$ cat src/sv/dtf_pkg.sv
package dtf_pkg;

  // Operation codes carried on the func port.
  localparam logic [2:0] FUNC_DRAW         = 3'd0;
  localparam logic [2:0] FUNC_CLEAR        = 3'd1;
  localparam logic [2:0] FUNC_RENDER_COUNT = 3'd2;
  localparam logic [2:0] FUNC_RENDER_ALL   = 3'd3;
  localparam logic [2:0] FUNC_TICK         = 3'd4;

  // Result kinds.
  localparam logic KIND_PIXEL = 1'b0;
  localparam logic KIND_CLEAR = 1'b1;

  // Fixed-point shift used for division by the tile size.
  localparam int DIV_SHIFT = 18;

  // Controller states.
  typedef enum logic [2:0] {
    ST_CLEAR,
    ST_IDLE,
    ST_DRAW_WAIT,
    ST_SCAN_RD,
    ST_SCAN_CHK,
    ST_TILE_START,
    ST_PIX_RD,
    ST_PIX_OUT
  } dtf_state_t;

  // Status returned by the draw address unit.
  typedef struct packed {
    logic done;
    logic on_screen;
  } draw_stat_t;

endpackage

$ cat src/sv/dtf_draw_addr.sv
module dtf_draw_addr
  import dtf_pkg::*;
#(
  parameter int SCREEN_WIDTH  = 320,
  parameter int SCREEN_HEIGHT = 240,
  parameter int TILE_SIZE     = 8,
  parameter int GRID_COLUMNS  = 40,
  parameter int GRID_ROWS     = 30,
  localparam int TP          = TILE_SIZE * TILE_SIZE,
  localparam int NUM_TILES   = GRID_COLUMNS * GRID_ROWS,
  localparam int STORE_DEPTH = NUM_TILES * TP,
  localparam int AW = (STORE_DEPTH > 1) ? $clog2(STORE_DEPTH) : 1,
  localparam int TW = (NUM_TILES > 1) ? $clog2(NUM_TILES) : 1,
  localparam int CW = (GRID_COLUMNS > 1) ? $clog2(GRID_COLUMNS) : 1,
  localparam int RW = (GRID_ROWS > 1) ? $clog2(GRID_ROWS) : 1
) (
  input  logic          clk,
  input  logic          rst,
  input  logic          go,
  input  logic [8:0]    x,
  input  logic [8:0]    y,
  output draw_stat_t    stat,
  output logic [TW-1:0] tile,
  output logic [CW-1:0] col,
  output logic [RW-1:0] row,
  output logic [AW-1:0] addr
);

  localparam int TB    = $clog2(TILE_SIZE);
  localparam int RECIP = ((1 << DIV_SHIFT) + TILE_SIZE - 1) / TILE_SIZE;

  logic          v1, v2, v3;
  logic [8:0]    x1, y1, qx1, qy1;
  logic          in1, on2, on3;
  logic [TB-1:0] rx2, ry2;
  logic [TW-1:0] t2, t3;
  logic [CW-1:0] col2, col3;
  logic [RW-1:0] row2, row3;
  logic [AW-1:0] addr3;

  logic [26:0]   prod_x, prod_y;
  logic [8:0]    qx, qy;
  logic [TB-1:0] rx, ry;
  logic [17:0]   t_wide;
  logic          on_grid;
  logic [AW-1:0] addr_c;

  // Stage one: tile column and row by reciprocal multiplication.
  assign prod_x = 27'(x) * 27'(RECIP);
  assign prod_y = 27'(y) * 27'(RECIP);
  assign qx     = 9'(prod_x >> DIV_SHIFT);
  assign qy     = 9'(prod_y >> DIV_SHIFT);

  // Stage two: offsets within the tile and the tile number.
  assign rx      = TB'(x1 - 9'(32'(qx1) * TILE_SIZE));
  assign ry      = TB'(y1 - 9'(32'(qy1) * TILE_SIZE));
  assign t_wide  = 18'(qx1) + 18'(qy1) * 18'(GRID_COLUMNS);
  assign on_grid = (32'(qx1) < GRID_COLUMNS) && (32'(qy1) < GRID_ROWS);

  // Stage three: linear address within the tiled store.
  assign addr_c = AW'(32'(t2) * TP + 32'(ry2) * TILE_SIZE + 32'(rx2));

  always_ff @(posedge clk) begin
    if (rst) begin
      v1 <= 1'b0;
      v2 <= 1'b0;
      v3 <= 1'b0;
    end else begin
      v1 <= go;
      v2 <= v1;
      v3 <= v2;
    end
    x1    <= x;
    y1    <= y;
    qx1   <= qx;
    qy1   <= qy;
    in1   <= (32'(x) < SCREEN_WIDTH) && (32'(y) < SCREEN_HEIGHT);
    rx2   <= rx;
    ry2   <= ry;
    t2    <= TW'(t_wide);
    col2  <= CW'(qx1);
    row2  <= RW'(qy1);
    on2   <= in1 && on_grid;
    addr3 <= addr_c;
    t3    <= t2;
    col3  <= col2;
    row3  <= row2;
    on3   <= on2;
  end

  assign stat.done      = v3;
  assign stat.on_screen = on3;
  assign tile           = t3;
  assign col            = col3;
  assign row            = row3;
  assign addr           = addr3;

endmodule

$ cat config.mk
export PLATFORM = sky130hd
export DESIGN_NAME = dtf_draw_addr
export DESIGN_NICKNAME = d
export VERILOG_FILES = /design/src/sv/dtf_pkg.sv /design/src/sv/dtf_draw_addr.sv
export SDC_FILE = /design/constraint.sdc
export NUM_CORES = 1
export LEC_CHECK = 0
export ABC_AREA = 1
export ABC_CLOCK_PERIOD_IN_PS = 2400
export BUFFER_PORTS_ARGS = -buffer_cell sky130_fd_sc_hd__buf_2
export CELL_PAD_IN_SITES_DETAIL_PLACEMENT = 1
export CELL_PAD_IN_SITES_GLOBAL_PLACEMENT = 1
export CORE_MARGIN = 3
export CORE_UTILIZATION = 35
export CTS_BUF_LIST = sky130_fd_sc_hd__clkbuf_4
export DETAILED_ROUTE_END_ITERATION = 16
export HOLD_SLACK_MARGIN = 0.08
export PLACE_DENSITY = 0.7
export SKIP_LAST_GASP = 1
export SYNTH_ARGS = -nofsm -noshare
export SYNTH_HDL_FRONTEND = slang
export SYNTH_SLANG_ARGS = --single-unit
$ cat constraint.sdc
create_clock -name clk -period 2.4 [get_ports clk]
set_input_delay 0.48 -clock clk [delete_from_list [all_inputs] [get_ports clk]]
set_output_delay 0.48 -clock clk [all_outputs]
set_load 0.02 [all_outputs]
# After elaboration in Yosys (flattened, before gate mapping)
# Index checks and enable logic that the tools add are counted.
# word_totals
ff_bits,91
input_bits,21
output_inout_bits,41
wordCells,32
# classes
addsub,5
n_mul,1
n_lt_le_gt_ge,4
n_reduce_logical,3
# op_table
op,n
adder 17 x 3 -> 17 bit,1
adder 17 x 6 -> 17 bit,1
adder 6 x 11 -> 11 bit,1
"less-than comparator 9 x 8 -> 1 bit, second input constant",1
"less-than comparator 9 bit, second input constant",1
"multiplier 6 x 3 -> 8 bit, second input constant",1
"less-than comparator 6 x 5 -> 1 bit, second input constant",1
"less-than comparator 6 bit, second input constant",1
"subtractor 3 x 1 -> 3 bit, second input constant",2
logical AND 1 bit,3

# Longest topological paths before layout
# Gate-level depths: netlist of the first run.
# depth
depth_word,3
mapped_depth,10
mapped_depth_nobuf,10

# Least setup slack after synthesis of the first run
# OpenSTA, ideal clock, no wires.
# synth_timing
path_kind,reg2reg
from,register qy1[1]
to,register t2[10]
setup_time_ps,112
arrival_ps,1771
t_required_ps,2288
path_slack_ps,516
stages_incl_launch_ff,10
n_path_buf,0
period_less_slack_ps,1884
cell_sequence,dfxtp_1 ha_1 ha_1 fa_1 xor2_1 nand2_1 nor2_2 nand2_1 nand2_1 nand2_1
# synth_via
elab_chain_cells,2
# synth_rtl
item,line,rtl
from (decl),dtf_draw_addr.sv:33,"logic [8:0] x1, y1, qx1, qy1;"
from (signal assigned),dtf_draw_addr.sv:76,qy1 <= qy;
multiplier 6 x 3 -> 8 bit,dtf_draw_addr.sv:57,assign t_wide = 18'(qx1) + 18'(qy1) * 18'(GRID_COLUMNS);
adder 6 x 11 -> 11 bit,dtf_draw_addr.sv:57,
via t_wide[10],dtf_draw_addr.sv:44,logic [17:0] t_wide;
to (signal assigned),dtf_draw_addr.sv:80,t2 <= TW'(t_wide);
to (decl),dtf_draw_addr.sv:36,"logic [TW-1:0] t2, t3;"
# The timed path passes the listed nets, and every way through them passes these cells.
# A chain may end at the register's enable or synchronous reset.

# Final worst setup path of the first run
# Ends and elaborated chain as after synthesis.

==> results_dict.tcl, run 1 <==
set metrics [dict create \
    rr_worst_depth 9 \
    crit_family "adder cells" \
    die_w_um 82.4 \
    ys_ff_latch 74 \
    port_buffers 61 \
    antenna_left 0 \
    crit_top_cell "nand2_1" \
    cts_resized 0 \
    reg2reg_from "qy1[1]" \
    synth.area.top_cells "dfxtp_1 73%, ha_1 6.7%, buf_4 5.9%, nand2_1 2.8%, nand3_1 2.2%" \
    nets 248 \
    reg2reg_setup_slack_ns 0.35 \
    core.rowCount 27 \
    tns_ns 0 \
    hp-start "x[2]" \
    finalInstanceArea_mm2 0.00246 \
    synth_nets 192 \
    crit_chain "ha_1 -> ha_1 -> fa_1 -> xor2_1 -> nand2_1 -> nor2_2 -> nand2_1 -> nand2_1 -> nand2_1" \
    holdPathEnd "x1[2]" \
    finalWirelength_mm 3.12 \
    outcome "complete, no violations" \
    cts_setup_buffers 0 \
    worst_pin_slew_ns 0.335 \
    layout_common_cells "74 x dfxtp_1, 61 x buf_2, 15 x nand2_1" \
    final.fill_count 629 \
    syn_to_final_growth_pct 20.3 \
    r2r-end "t2[10]" \
    numCtsBuffers 9 \
    core_region_area_mm2 0.00557 \
    drive_above_1_share_pct 35.6 \
    drt_iter0_drc 32 \
    cp.required_ns 2.70 \
    hold_class "primary input to flop" \
    whs_ns 0.169 \
    grt_usage_pct 10.1 \
    place_ws_ns 0.349 \
    fin_crit_sh_pct 85.4 \
    critPathBufInv 0 \
    setup_slack_ns 0.350 \
    path_class "flop to flop" \
    setup_viol 0 \
    clock_path_buffers 2 \
    grt_pass1_vias 1147 \
    rsz0062_at_grt "false" \
    clk_pin_slew_worst_paths_ns 0.12 \
    cts-root-buf "clkbuf_4" \
    synthCells 158 \
    clk_latency_ns 0.40 \
    die_h_um 82.4 \
    hold_viol_final 0 \
    hold_depth 1 \
    start_util_pct 36.7 \
    cp_max_fo 5 \
    cp_data_arrival_time_ns 2.35 \
    synth_cell_type_count 17 \
    start_kind "flop" \
    power_density_mw_per_mm2 990 \
    netlist.area_leader.share_pct 72.5 \
    cp-end-kind "flop" \
    synth_top_area_cell "dfxtp_1" \
    cts-hold-fix-buffers 0 \
    grt_max_degree 14 \
    final_max_slew_viol_count 0 \
    finClkSkew_ns 0.0131 \
    diodes 0 \
    dpl.hpwl_mm 2.37 \
    synth_area_mm2 0.00204 \
    wl_per_cell_um 10.7 \
    max_freq_mhz 488 \
    place_congestion 0.735 \
    ir_worst_vdd_uv 422 \
    final_common_cell "dfxtp_1" \
    period_needed_ns 2.05 \
    cts_sinks 74 \
    drv_cap 0 \
    p_leak_nw 1.20 \
    placed_area_mm2 0.00232 \
    slew-limit-headroom_pct 77.4 \
    drt-pass1-iter-count 5 \
    drc_errors 0 \
    cts_tree "yes" \
    worstSetupPathDepth 9 \
    ctsHtreeMaxLevel 3 \
    antenna_found_initial 0 \
    io_pins 62 \
    ys_warn_count 0 \
    die_area_mm2 0.00679 \
    avgSynthCellArea_um2 12.9 \
    grt_first_pass_wirelength_mm 4.82 \
    vias 1174 \
    slowest_delay_ns 0.42 \
    overflow 0 \
    crit_slowest_cell "dfxtp_1" \
    via_per_inst 4.03 \
    finalPower_w 0.00243 \
    seq_area_frac_synth_pct 72.5 \
]
[cells in the mapped netlist]
| library cell | instances |
|---|---|
| a21oi_1 | 2 |
| a31oi_1 | 1 |
| a41oi_1 | 1 |
| buf_4 | 16 |
| dfxtp_1 | 74 |
| fa_1 | 2 |
| ha_1 | 11 |
| inv_1 | 12 |
| nand2_1 | 15 |
| nand3_1 | 9 |
| nand4_1 | 1 |
| nor2_1 | 5 |
| nor2_2 | 1 |
| o21a_1 | 1 |
| o21ai_0 | 2 |
| xnor2_1 | 2 |
| xor2_1 | 3 |
[how the worst max path moves through the flow]
stage / from / to
3_5_place_dp: qy1[1] / t2[10]
2_1_floorplan: qy1[1] / t2[10]
6_report: qy1[1] / t2[10]
4_1_cts: qy1[1] / t2[10]
3_3_place_gp: qy1[1] / t2[10]
5_1_grt: qy1[1] / t2[10]
[stage by stage]
stage / cells / util (%)
2_1_floorplan: 158 / -
3_3_place_gp: 275 / 41.6
3_5_place_dp: 275 / 41.6
4_1_cts: 291 / 44.1
5_1_grt: 291 / 44.1
6_report: 291 / 44.1
[registers in the layout, indices dropped and copies added (netlist names)]
register and flops:
on2 1, row 5, x1 3, addr 17, v3 1, row2 5, t2 8, y1 3
qy1 6, rx2 3, ry2 3, col 3, qx1 6, in1 1, on3 1, col2 6
v2 1, v1 1
[final cells by class]
class	count	area [um^2]	share of cell area [%]
clock buffers	10	75.1	3.05
clock inverters	6	65.1	2.65
inverters	12	45.0	1.83
multi-input cells	56	397	16.1
flip-flops and latches	74	1480	60.3
well taps	72	90.1	3.66
repair buffers	61	305	12.4
[kinds of logic after synthesis]
family                     count (synthesis)  share of synthesized area, %
and+or+nand+nor                           31                          6.49
DFF                                       74                          72.5
buffers and inverters                     28                          8.08
xor gates and xnor gates                   5                          2.14
adders and majority gates                 13                          8.70
AOI/OAI and AO/OA                          7                          2.08
[per-layer routing]
metal  global-route usage, %  vias up  share of wire (%)
li1                        -      599                  -
met1                    9.91      515                 42
met2                    16.4       57                 45
met3                    7.27        3                 12
met4                    3.99        0               0.64
met5                       0        -                  0
[power by group]
| group | internal [W] | switching (W) | leakage (nW) | total, W |
|---|---|---|---|---|
| Combinational | 0.000113 | 0.000203 | 0.497 | 0.000316 |
| Clock | 0.000331 | 0.000407 | 0.0768 | 0.000738 |
| Sequential | 0.00134 | 0.0000380 | 0.623 | 0.00138 |
| Total | 0.00179 | 0.000648 | 1.20 | 0.00243 |
No activity file was read; power rests on OpenSTA's default activity.
==> run 2, diff against run 1 <==
--- a/config.mk
+++ b/config.mk
@@ -5,8 +5,7 @@
 export SDC_FILE = /design/constraint.sdc
 export NUM_CORES = 1
 export LEC_CHECK = 0
-export ABC_AREA = 1
-export ABC_CLOCK_PERIOD_IN_PS = 2400
+export ABC_CLOCK_PERIOD_IN_PS = 2550
 export BUFFER_PORTS_ARGS = -buffer_cell sky130_fd_sc_hd__buf_2
 export CELL_PAD_IN_SITES_DETAIL_PLACEMENT = 1
 export CELL_PAD_IN_SITES_GLOBAL_PLACEMENT = 1
@@ -15,8 +14,7 @@
 export CTS_BUF_LIST = sky130_fd_sc_hd__clkbuf_4
 export DETAILED_ROUTE_END_ITERATION = 16
 export HOLD_SLACK_MARGIN = 0.08
-export PLACE_DENSITY = 0.7
-export SKIP_LAST_GASP = 1
+export PLACE_DENSITY = 0.69
 export SYNTH_ARGS = -nofsm -noshare
 export SYNTH_HDL_FRONTEND = slang
 export SYNTH_SLANG_ARGS = --single-unit
==> constraint.sdc (replaced) <==
create_clock -name clk -period 2.55 [get_ports clk]
set_input_delay 0.51 -clock clk [delete_from_list [all_inputs] [get_ports clk]]
set_output_delay 0.51 -clock clk [all_outputs]
set_load 0.02 [all_outputs]
==> run 2 against run 1 <==
Net effect: clock-buffer cell count shrank 1; cell area shrank 0.76%; utilization decreased by 0.34 points; critical path depth is 2 lower; fmax shrank 1.9%; critical path type unchanged.
==> results_dict.tcl, run 2 <==
set metrics [dict create \
    drt-pass1-iter-count 2 \
    intPower_w 0.00168 \
    worst_pin_slew_ns 0.351 \
    clock_path_buffers 2 \
    reg2reg_setup_slack_ns 0.46 \
    die_area_mm2 0.00674 \
    die_h_um 82.1 \
    start_util_pct 36.4 \
    async_flop_share_pct 0 \
    hold_class "primary input to flop" \
    cts-hold-fix-buffers 0 \
    setup_viol 0 \
    ys_warn_count 0 \
    syn_to_final_growth_pct 20.3 \
    seq_area_frac_synth_pct 73.0 \
    combPwrFrac_pct 13.3 \
    drv_cap 0 \
    p_sw_share_pct 27.0 \
    hold_viol_final 0 \
    cts_setup_buffers 0 \
    synthCells 142 \
    synth-edff-count 0 \
    cts_sinks 74 \
    io_pins 62 \
    diodes 0 \
    vias 1133 \
    cts_tree "yes" \
    drive_above_1_share_pct 38.4 \
    synth_commonest_cells "74 x dfxtp_1, 16 x buf_4, 11 x ha_1, 5 x inv_1, 5 x xnor2_1" \
    outcome "complete, no violations" \
    ir_worst_vdd_uv 404 \
    synth_top_area_cell "dfxtp_1" \
    nets 232 \
    path_class "flop to flop" \
    core_region_area_mm2 0.00557 \
    rsz0062_at_grt "false" \
    cts_resized 0 \
    finalWirelength_mm 3.15 \
    final.fill_count 603 \
    layout_common_cells "74 x dfxtp_1, 61 x buf_2, 11 x ha_1" \
    rr_worst_depth 7 \
    synth_top_flop_cell "dfxtp_1" \
    cp-end-kind "flop" \
    drt_iter0_drc 16 \
    netlist.area_leader.share_pct 73.0 \
    reg2reg_from "qy1[1]" \
    ctsHtreeMaxLevel 3 \
    numCtsBuffers 9 \
    cp-endpoint "t2[10]" \
    power_frac_seq_pct 56.7 \
    worstSetupStartpoint "qy1[1]" \
    cp_data_arrival_time_ns 2.45 \
    finClkSkew_ns 0.0138 \
    grt_first_pass_wirelength_mm 4.88 \
    dpl.hpwl_mm 2.36 \
    wl_per_cell_um 11.4 \
    cts-root-buf "clkbuf_4" \
    pwr-share-clk_pct 30.0 \
    synth_nets 176 \
    place_congestion 0.683 \
    utilization_pct 43.8 \
    drc_errors 0 \
    overflow 0 \
    antenna_found_initial 0 \
    synth_cell_type_count 20 \
    tns_ns 0 \
    p_leak_nw 1.14 \
    cp_max_fo 5 \
    clk_latency_ns 0.42 \
    ys_ff_latch 74 \
    via_per_inst 4.12 \
    synth_most_common_cell "dfxtp_1" \
    largest_reg_flops 17 \
    cp.required_ns 2.91 \
    antenna_left 0 \
    synth.area.top_cells "dfxtp_1 73%, ha_1 6.8%, buf_4 5.9%, xnor2_1 2.2%, fa_1 2.0%" \
    fin_crit_sh_pct 82.0 \
    die_w_um 82.1 \
    power.net_switching_w 0.000621 \
    final_max_slew_viol_count 0 \
    period_needed_ns 2.09 \
    max_freq_mhz 479 \
    final_common_cell "dfxtp_1" \
    grt_usage_pct 10.5 \
    power_density_mw_per_mm2 941 \
    port_buffers 61 \
    clk_pin_slew_worst_paths_ns 0.12 \
    avgSynthCellArea_um2 14.3 \
    core.rowCount 27 \
    synth_area_mm2 0.00203 \
    r2r-end "t2[10]" \
    start_kind "flop" \
    grt_max_degree 14 \
    grt_pass1_vias 1112 \
    slew-limit-headroom_pct 76.6 \
]
-- run 2: cell count changes in the layout (fill, tap and decap cells not counted), sizes merged, moves of 2 or more --
cell	previous run	this run
nor2b	0	4
nand3	9	2
nor2	6	3
nand2	15	2
a21o	0	2
a21oi	2	4
xnor2	2	5
clkinvlp	1	3
inv	13	6
-- run 2: cell type report --
class	instances	area [um^2]	share of cell area [%]
sequential	74	1480	60.7
multi-input combinational	47	408	16.7
timing repair buffer	61	305	12.5
tap	72	90.1	3.69
clock inverter	7	68.8	2.82
clock buffer	9	67.6	2.77
inverter	5	18.8	0.769
-- run 2: worst max-delay path, stage by stage, from the launching register on --
cell and delay, ns:
dfxtp_1 0.43, ha_1 0.26, ha_1 0.23, fa_1 0.40
xor2_1 0.26, nand3_1 0.13, nor4_2 0.18, xnor2_1 0.15
-- run 2: per-layer routing --
| layer | vias to the layer above | GRT usage [%] | part of all wire [%] |
|---|---|---|---|
| li1 | 559 | - | - |
| met1 | 516 | 10.4 | 39 |
| met2 | 49 | 16.8 | 48 |
| met3 | 9 | 6.07 | 11 |
| met4 | 0 | 6.64 | 2.3 |
| met5 | - | 0 | 0 |
-- run 2: kinds of logic (layout without fill, tap and decap cells) --
kind of cell,count (synthesis),after routing,synth area share [%]
compound gates,10,10,2.96
xor+xnor,8,8,3.45
fa+ha+maj,13,13,8.76
buf+inv,21,82,6.85
flops,74,74,73.0
simple gates,16,16,4.93
-- run 2: metrics by stage --
step	power [W]	hold WS, ns	cells	cell area (um^2)	setup slack [ns]
global placement	0.00163	0.310	259	2300	0.521
global route	0.00243	0.146	275	2440	0.317
CTS	0.00234	0.155	275	2440	0.441
finish	0.00230	0.189	275	2440	0.460
detailed placement	0.00164	0.313	259	2300	0.481
floorplan	0.00157	0.310	142	2030	0.589
-- run 2: worst min-delay path by stage --
stage | start | slack, ns | to | cells after the start
2_1_floorplan | rx2[0] | 0.31 | addr[0] | 0
3_3_place_gp | ry2[0] | 0.31 | addr[3] | 0
3_5_place_dp | row2[1] | 0.31 | row[1] | 0
4_1_cts | y[3] | 0.15 | qy1[0] | 1
5_1_grt | y[3] | 0.15 | qy1[0] | 1
6_report | y[3] | 0.19 | qy1[0] | 1
-- run 2: power groups by stage --
stage / logic, W / clock network, W / registers, W
floorplan: 0.000186 / 0 / 0.00138
global placement: 0.000306 / 0 / 0.00133
detailed placement: 0.000309 / 0 / 0.00133
CTS: 0.000311 / 0.000724 / 0.00131
global route: 0.000335 / 0.000776 / 0.00132
finish: 0.000305 / 0.000690 / 0.00130
==> run 3, diff against run 2 <==
--- a/config.mk
+++ b/config.mk
@@ -5,7 +5,8 @@
 export SDC_FILE = /design/constraint.sdc
 export NUM_CORES = 1
 export LEC_CHECK = 0
-export ABC_CLOCK_PERIOD_IN_PS = 2550
+export ABC_AREA = 1
+export ABC_CLOCK_PERIOD_IN_PS = 2000
 export BUFFER_PORTS_ARGS = -buffer_cell sky130_fd_sc_hd__buf_2
 export CELL_PAD_IN_SITES_DETAIL_PLACEMENT = 1
 export CELL_PAD_IN_SITES_GLOBAL_PLACEMENT = 1
@@ -14,7 +15,7 @@
 export CTS_BUF_LIST = sky130_fd_sc_hd__clkbuf_4
 export DETAILED_ROUTE_END_ITERATION = 16
 export HOLD_SLACK_MARGIN = 0.08
-export PLACE_DENSITY = 0.69
+export PLACE_DENSITY = 0.7
 export SYNTH_ARGS = -nofsm -noshare
 export SYNTH_HDL_FRONTEND = slang
 export SYNTH_SLANG_ARGS = --single-unit
==> constraint.sdc (replaced) <==
create_clock -name clk -period 2 [get_ports clk]
set_input_delay 0.4 -clock clk [delete_from_list [all_inputs] [get_ports clk]]
set_output_delay 0.4 -clock clk [all_outputs]
set_load 0.02 [all_outputs]
==> run 3 against run 2 <==
Net effect: setup slack got worse by 0.35 ns; global-route usage rose by 1.5 points; cell area rose by 11%; first-iteration DRC count rose by 130%; wire length rose by 12%; largest cell class unchanged; critical endpoint unchanged.
==> results_dict.tcl, run 3 (synthesis gave the netlist of run 1 again) <==
set metrics [dict create \
    finalWirelength_mm 3.52 \
    clk_pin_slew_worst_paths_ns 0.11 \
    setup_viol 0 \
    placed_area_mm2 0.00234 \
    grt_use_met3_pct 8.24 \
    layout_common_cells "73 x dfxtp_1, 61 x buf_2, 18 x dlygate4sd3_1" \
    drc_errors 0 \
    whs_ns 0.165 \
    dp_cells 278 \
    port_buffers 61 \
    cp.required_ns 2.31 \
    nets 272 \
    top_usage_layer "met2" \
    syn_to_final_growth_pct 32.4 \
    finalInstanceArea_mm2 0.00271 \
    cp_data_arrival_time_ns 2.20 \
    cts-root-buf "clkbuf_4" \
    path_class "flop to flop" \
    ir_worst_vdd_uv 534 \
    clock_path_buffers 2 \
    grt_first_pass_wirelength_mm 5.64 \
    ctsHtreeMaxLevel 3 \
    worst_pin_slew_ns 0.285 \
    cts_sinks 74 \
    drive_above_1_share_pct 36.2 \
    outcome "complete, no violations" \
    crit_chain "ha_1 -> ha_2 -> fa_2 -> nand2_1 -> nor2_2 -> nand2_1 -> nand2_1 -> nand2_1" \
    crit_family "adder cells" \
    period_needed_ns 1.89 \
    die_area_mm2 0.00679 \
    place_congestion 0.682 \
    dpl.hpwl_mm 2.51 \
    core_region_area_mm2 0.00557 \
    die_w_um 82.4 \
    finClkSkew_ns 0.00758 \
    use_met1_pct 11.1 \
    io_pins 62 \
    max_freq_mhz 529 \
    clk_latency_ns 0.41 \
    cts_tree "yes" \
    antenna_left 0 \
    critPathBufInv 0 \
    hold_class "primary input to flop" \
    grt_pass1_vias 1281 \
    antenna_found_initial 0 \
    p_leak_nw 1.30 \
    stdcell_count 315 \
    grt_max_degree 15 \
    power_density_mw_per_mm2 1110 \
    via_per_inst 4.08 \
    slowest_delay_ns 0.61 \
    drt_iter0_drc 36 \
    diodes 0 \
    wl_per_cell_um 11.2 \
    hold_viol_final 0 \
    utilization_pct 48.5 \
    largest_reg_flops 17 \
    drt-pass1-iter-count 3 \
    final_common_cell "dfxtp_1" \
    crit_top_cell "nand2_1" \
    core.rowCount 27 \
    slew-limit-headroom_pct 80.8 \
    grt_usage_pct 12.0 \
    start_kind "flop" \
    cp_max_fo 4 \
    die_h_um 82.4 \
    grt_use_met2_pct 20.2 \
    crit_slowest_cell "fa_2" \
    fin_crit_sh_pct 94.5 \
    start_util_pct 36.7 \
    drv_cap 0 \
    overflow 0 \
    vias 1286 \
    cp-end-kind "flop" \
    final_max_slew_viol_count 0 \
    numCtsBuffers 9 \
]
## run 3: per-layer routing
layer / up-vias / share of wire [%]
li1: 645 / -
met5: - / 0
met2: 55 / 50
met3: 4 / 9.9
met1: 582 / 39
met4: 0 / 1.3
## run 3: per-stage QoR
step	power (W)	TNS, ns	worst slack [ns]
after global placement	0.00207	0	0.0862
after CTS	0.00303	0	0.0228
after floorplan	0.00199	0	0.116
final	0.00299	0	0.110
after global routing	0.00317	-0.00952	-0.00952
after detailed placement	0.00209	0	0.0105
## run 3: where the power goes
group,internal [W],total (W),switching (W)
Clock,0.000392,0.000900,0.000509
Combinational,0.000175,0.000434,0.000259
Sequential,0.00161,0.00166,0.0000444
Total,0.00218,0.00299,0.000812
## run 3: worst register-to-register path, stage by stage (launching register included)
cell,delay (ns)
dfxtp_2,0.34
ha_1,0.29
ha_2,0.19
fa_2,0.61
nand2_1,0.07
nor2_2,0.12
nand2_1,0.07
nand2_1,0.05
nand2_1,0.05
## run 3: final timing paths
kind	startpoint	to	slack (ns)	depth (start not counted)
hold reg to reg	row2[1]	row[1]	0.33	0
setup reg to reg	qy1[1]	t2[10]	0.11	8
setup / recovery	qy1[1]	t2[10]	0.11	8
hold / removal	rst	v2	0.16	2
## run 3: layout make-up
type,instances,area [um^2]
Clock inverter,7,76.3
Clock buffer,9,67.6
Sequential cell,74,1480
Fill cell,606,2870
Timing Repair Buffer,85,531
Inverter,12,45.0
Tap cell,72,90.1
Multi-Input combinational cell,56,413
## run 3: repair_timing
action | in CTS | in global routing
buffers inserted | 0 | 3
hold buffers | 18 | 0
pin swaps | 0 | 5
resized for setup | 1 | 4
hold endpoints to repair | 18 | 0
endpoints found under the setup margin | 1 | 1
